==> src/hw/rtl/rbsi_pkg.sv <==
// Shared types, constants and saturating fixed-point helpers for the ray/box slab test.
// Used by every module of ray_box_slab_intersect_core; depends on nothing else.
package rbsi_pkg;

  localparam int COORD_WIDTH = 32;
  localparam int FRAC_BITS   = 16;
  localparam int PROD_WIDTH  = 2 * COORD_WIDTH;
  localparam int CFG_IDX_W   = 3;

  // Queue depths must be powers of two.
  localparam int MQ_DEPTH = 8;
  localparam int MQ_AW    = $clog2(MQ_DEPTH);
  localparam int OQ_DEPTH = 8;
  localparam int OQ_AW    = $clog2(OQ_DEPTH);

  typedef logic signed [COORD_WIDTH-1:0] coord_t;
  typedef logic signed [PROD_WIDTH-1:0]  wide_t;

  localparam coord_t CMAX = {1'b0, {(COORD_WIDTH-1){1'b1}}};
  localparam coord_t CMIN = {1'b1, {(COORD_WIDTH-1){1'b0}}};
  localparam wide_t  WMAX = $signed({{(COORD_WIDTH+1){1'b0}}, {(COORD_WIDTH-1){1'b1}}});
  localparam wide_t  WMIN = $signed({{(COORD_WIDTH+1){1'b1}}, {(COORD_WIDTH-1){1'b0}}});

  typedef enum logic [CFG_IDX_W-1:0] {
    REG_BOX_MIN_X,
    REG_BOX_MIN_Y,
    REG_BOX_MIN_Z,
    REG_BOX_MAX_X,
    REG_BOX_MAX_Y,
    REG_BOX_MAX_Z
  } cfg_reg_e;

  typedef struct packed {
    coord_t origin_x;
    coord_t origin_y;
    coord_t origin_z;
    coord_t dir_x;
    coord_t dir_y;
    coord_t dir_z;
    coord_t inv_dir_x;
    coord_t inv_dir_y;
    coord_t inv_dir_z;
  } in_item_t;

  typedef struct packed {
    logic   hit;
    coord_t entry_x;
    coord_t entry_y;
    coord_t entry_z;
    coord_t exit_x;
    coord_t exit_y;
    coord_t exit_z;
  } out_item_t;

  typedef struct packed {
    coord_t min_x;
    coord_t min_y;
    coord_t min_z;
    coord_t max_x;
    coord_t max_y;
    coord_t max_z;
  } box_t;

  typedef struct packed {
    logic   hit;
    coord_t tmin;
    coord_t tmax;
    coord_t origin_x;
    coord_t origin_y;
    coord_t origin_z;
    coord_t dir_x;
    coord_t dir_y;
    coord_t dir_z;
  } mid_item_t;

  function automatic coord_t sat_fit(input wide_t v);
    coord_t r;
    if (v > WMAX) begin
      r = CMAX;
    end else if (v < WMIN) begin
      r = CMIN;
    end else begin
      r = v[COORD_WIDTH-1:0];
    end
    return r;
  endfunction

  function automatic coord_t sat_sub(input coord_t a, input coord_t b);
    wide_t d;
    d = PROD_WIDTH'(a) - PROD_WIDTH'(b);
    return sat_fit(d);
  endfunction

  function automatic coord_t sat_add(input coord_t a, input coord_t b);
    wide_t s;
    s = PROD_WIDTH'(a) + PROD_WIDTH'(b);
    return sat_fit(s);
  endfunction

  // Product in double width, floor shift by the fraction bits, saturate.
  function automatic coord_t prod_fit(input wide_t p);
    wide_t s;
    s = p >>> FRAC_BITS;
    return sat_fit(s);
  endfunction

endpackage

==> src/hw/rtl/rbsi_queue.sv <==
// Short queue of classified rays between the front and back parts.
// Depends on rbsi_pkg; the front part never pushes into a full queue.
module rbsi_queue (
  input  logic                clk_i,
  input  logic                rst_ni,
  input  logic                push_i,
  input  rbsi_pkg::mid_item_t data_i,
  input  logic                pop_i,
  output logic                empty_o,
  output rbsi_pkg::mid_item_t data_o
);

  rbsi_pkg::mid_item_t mem_q [rbsi_pkg::MQ_DEPTH];
  logic [rbsi_pkg::MQ_AW-1:0] wptr_q, rptr_q;
  logic [rbsi_pkg::MQ_AW:0]   cnt_q, cnt_d;

  assign empty_o = (cnt_q == '0);
  assign data_o  = mem_q[rptr_q];

  always_comb begin
    cnt_d = cnt_q;
    if (push_i && !pop_i) begin
      cnt_d = cnt_q + 1'b1;
    end else if (!push_i && pop_i) begin
      cnt_d = cnt_q - 1'b1;
    end
  end

  always_ff @(posedge clk_i or negedge rst_ni) begin
    if (!rst_ni) begin
      wptr_q <= '0;
      rptr_q <= '0;
      cnt_q  <= '0;
    end else begin
      cnt_q <= cnt_d;
      if (push_i) begin
        wptr_q <= wptr_q + 1'b1;
      end
      if (pop_i) begin
        rptr_q <= rptr_q + 1'b1;
      end
    end
  end

  always_ff @(posedge clk_i) begin
    if (push_i) begin
      mem_q[wptr_q] <= data_i;
    end
  end

`ifndef NO_ASSERTIONS
  a_no_overflow: assert property (@(posedge clk_i) disable iff (!rst_ni)
    (push_i && !pop_i) |-> (cnt_q != (rbsi_pkg::MQ_AW+1)'(rbsi_pkg::MQ_DEPTH)))
    else $error("Classified ray pushed into a full queue.");
  a_no_underflow: assert property (@(posedge clk_i) disable iff (!rst_ni)
    pop_i |-> !empty_o)
    else $error("Queue popped while empty.");
`endif

endmodule

==> config.mk <==
export PLATFORM = sky130hd
export DESIGN_NAME = rbsi_queue
export DESIGN_NICKNAME = d
export VERILOG_FILES = /design/src/hw/rtl/rbsi_pkg.sv /design/src/hw/rtl/rbsi_queue.sv
export SDC_FILE = /design/constraint.sdc
export NUM_CORES = 2
export LEC_CHECK = 0
export BUFFER_PORTS_ARGS = -buffer_cell sky130_fd_sc_hd__buf_2
export CORE_ASPECT_RATIO = 0.6
export CORE_UTILIZATION = 55
export CTS_BUF_LIST = sky130_fd_sc_hd__clkbuf_2
export DETAILED_ROUTE_END_ITERATION = 12
export PLACE_DENSITY = 0.73
export SYNTH_ARGS = -nofsm -noshare
export SYNTH_HDL_FRONTEND = slang
export SYNTH_SLANG_ARGS = --single-unit
export TNS_END_PERCENT = 20
==> constraint.sdc <==
create_clock -name clk_i -period 44.2 [get_ports clk_i]
set_input_delay 6.63 -clock clk_i [delete_from_list [all_inputs] [get_ports clk_i]]
set_output_delay 6.63 -clock clk_i [all_outputs]
set_load 0.02 [all_outputs]
==> reports/metrics.csv <==
stage;metric;value;unit
global_routing;first-pass GRT wire length;229000;um
route;initial drt markers;2711;
setup_path;Reg2Reg Capture Point;mem_q[5][174];
synth;largest family of logic cells by synthesized area;multiplexers;
sta;final setup vio count;0;
power;sequential power share;45.9;%
cts;post_cts resized;0;
synth;Synth Instances;3029;
power;NetSw;0.00185;W
sta;final hold vios;0;
setup_path;R2R setup slack;39.95;ns
power;Max VDD drop;0.0000499;V
worst_hold_path;Hold Path Class;flip-flop to flip-flop;
setup_path;reg2reg start;wptr_q[1];
route;average wire per standard cell;25.2;um
power;Switching Share;33.5;%
cts;CTS Root Cell;clkbuf_2;
final_layout;Final Cell Area;86200;um^2
final_layout;Area growth, synth to finish;10.9;%
cts;CTS tree;done;
global_routing;vias in the first global route;37071;
setup_path;CP Data Required Time;37.57;ns
sta;Worst Max-Slew Pin Slew;1.19;ns
worst_hold_path;Hold Path Sink;cnt_q[2];
setup_path;CP most frequent cell;buf_4;
setup_path;Slowest cell on crit path;dfrtp_4;
synth;Post-Synthesis Cell Area;77700;um^2
route;first drt pass iteration count;5;
job;number of max-cap violations;0;
global_routing;Total GRT Usage;21.7;%
sta;Pins Over Slew Limit;0;
die;row cnt;106;
synth;post-synthesis mux area share;18.7;%
route;Routed WL;154000;um
cts;CTS hold repair buffers;0;
synth;Synth Area in XOR/XNOR;0.0677;%
synth;Synth Area in Simple Gates;0.150;%
cts;H-tree depth;5;
global_routing;pin count of the biggest net entering global routing;121;
setup_path;crit path buf inv count;4;
outcome;status;finished clean;
power;internal power;0.00368;W
cts;Worst-Skew Late Latency;1.77;ns
cts;Num CTS Buffers;450;
worst_hold_path;Worst Hold Launch;cnt_q[2];
route;via count;34964;
power;cell area power density;64.2;nW/um^2
synth;Netlist cell types;27;
die;num ports;519;
final_layout;fraction of layout cells with a size suffix above 1;48.4;%
synth;Synth Area in Compound Gates;0.0532;%
placed_design;final RePlAce weighted congestion;0.738;
route;Final ANT Viol Nets;0;
sta;Fin Clk Skew;0.170;ns
worst_hold_path;Worst Hold Depth;2;
synth;Adder-Cell Fraction of Synth Area;0.106;%
setup_path;Worst Path Arrival;6.39;ns
synth;register area share after synthesis;79.8;%
setup_path;Max FO, Critical Path;105;
placed_design;hpwl dp;81700;um
cts;CTS max path bufs;4;
global_routing;grt ovf;0;
die;Die Y;293;um
power;Comb power frac;34.3;%
synth;syn_area_per_cell;25.6;um^2
cts;# clock sinks;2066;
cts;clk slew on worst S/H paths;0.11;ns
power;static leakage;28.5;nW
setup_path;crit-path leading delay family;buffers and inverters;
sta;Slew Limit Headroom;20.9;%
sta;min Tclk post-route;13.02;ns
route;# DRC;0;
route;Via density;5.70;
final_layout;most frequent cells in the layout;edfxtp_1 (2056), clkbuf_2 (659), buf_2 (518);
die;die extent in x;487;um
final_layout;commonest non-fill, non-tap cell in the layout;edfxtp_1;
die;die area;143000;um^2
final_layout;Filler cells;9548;
setup_path;largest stage delay on the critical path;0.99;ns
setup_path;CP Cell Sequence;buf_12, buf_4, buf_4, mux4_2, mux2_2, buf_2;
sta;FMAX;76.8;MHz
final_layout;Layout Nets;4178;
sta;post-route clock period utilization;29.5;%
synth;Ys Warns;0;
power;Power Total;0.00553;W
setup_path;R2R depth;5;
synth;syn_nets;3296;
placed_design;I/O Buffers;518;
cts;Setup Buffers After CTS;0;
power;clock power share;19.7;%
sta;RSZ-0062 raised after global routing;no;
placed_design;Post-DP Area;82300;um^2
synth;FF+latch count, synth;2066;
sta;TNS Setup;0;ns
die;Core Area;140000;um^2
setup_path;WS Path Type;flip-flop to primary output;
global_routing;initial antenna violation count;43;
die;initial cell density of the core;55.6;%
setup_path;Startpoint Class;flip-flop;
setup_path;CP Capture Type;primary output;
## per-stage QoR
stage	utilization, %	hold WS, ns	worst slack (ns)	std cells
floorplan	-	0.479	19.00	3029
global placement	59.0	0.517	32.79	5349
detailed placement	59.0	0.534	32.74	5349
CTS	61.6	0.574	30.74	6106
global route	61.7	0.604	30.49	6123
finish	61.7	0.564	31.18	6132
## worst max-delay path by stage
stage	cells past startpoint	startpoint	slack, ns	to
finish	6	rptr_q[0]	31.18	data_o[111]
global route	6	rptr_q[0]	30.49	data_o[114]
CTS	6	rptr_q[0]	30.74	data_o[114]
detailed placement	6	rptr_q[0]	32.74	data_o[114]
global placement	6	rptr_q[0]	32.79	data_o[114]
floorplan	2	push_i	19.00	mem_q[0][0]
## logic make-up after synthesis
kind of cell	count (synthesis)
DFF	2066
xor gates and xnor gates	6
AOI/OAI and AO/OA	6
buffers and inverters	146
adders and majority gates	6
and+or+nand+nor	24
muxes	775
## sequential cells by signal, summed over array words and instances, names as in the netlist
signal	cells
rptr_q	3
wptr_q	3
mem_q	2056
cnt_q	4
## final cells by class
class / instances / area (um^2) / area share (%)
Antenna cell: 26 / 65.1 / 0.0755
Clock buffer: 659 / 3300 / 3.83
Clock inverter: 98 / 444 / 0.516
Inverter: 2 / 7.51 / 0.00871
Multi-Input combinational cell: 817 / 14900 / 17.3
Sequential cell: 2066 / 62000 / 72.0
Tap cell: 1890 / 2360 / 2.74
Timing Repair Buffer: 574 / 3110 / 3.61
## power groups by stage
stage	Combinational, W	Clock (W)	Sequential, W
CTS	0.00193	0.00113	0.00254
global placement	0.00191	0	0.00258
floorplan	0.00140	0	0.00267
detailed placement	0.00193	0	0.00259
finish	0.00190	0.00109	0.00254
global route	0.00200	0.00122	0.00256
## per-layer routing
metal	vias to the layer above	share of wire, %	GRT usage, %
met5	-	0.25	0
met4	44	1.6	6.45
met3	254	8.0	6.56
met2	1295	50	34.6
met1	18240	41	29.3
li1	15131	-	-
## cells in the mapped netlist, drive strengths merged
| cell | number | area [um^2] |
|---|---|---|
| xnor2 | 4 | 35.0 |
| edfxtp | 2056 | 61700 |
| nand3 | 2 | 10.0 |
| ha | 5 | 62.6 |
| dfrtp | 10 | 250 |
| buf | 85 | 641 |
| o21ai | 1 | 5.00 |
| a21oi | 2 | 10.0 |
| nor4 | 1 | 6.26 |
| nand3b | 1 | 7.51 |
| fa | 1 | 20.0 |
| mux2i | 1 | 10.0 |
| xor2 | 2 | 17.5 |
| mux2 | 260 | 2930 |
| inv | 2 | 7.51 |
| mux4 | 514 | 11600 |
| or4 | 1 | 7.51 |
| a2111o | 1 | 11.3 |
| clkbuf | 59 | 221 |
| nor3 | 3 | 15.0 |
| nand2b | 3 | 18.8 |
| o211ai | 2 | 15.0 |
| or3 | 1 | 6.26 |
| nand2 | 6 | 22.5 |
| nor2 | 6 | 22.5 |
## tightest hold or removal path: stages, from the launching register on
cell and delay (ns):
dfrtp_1 0.39, nand2_1 0.06, o21ai_0 0.08
(Power assumes the default switching activity.)
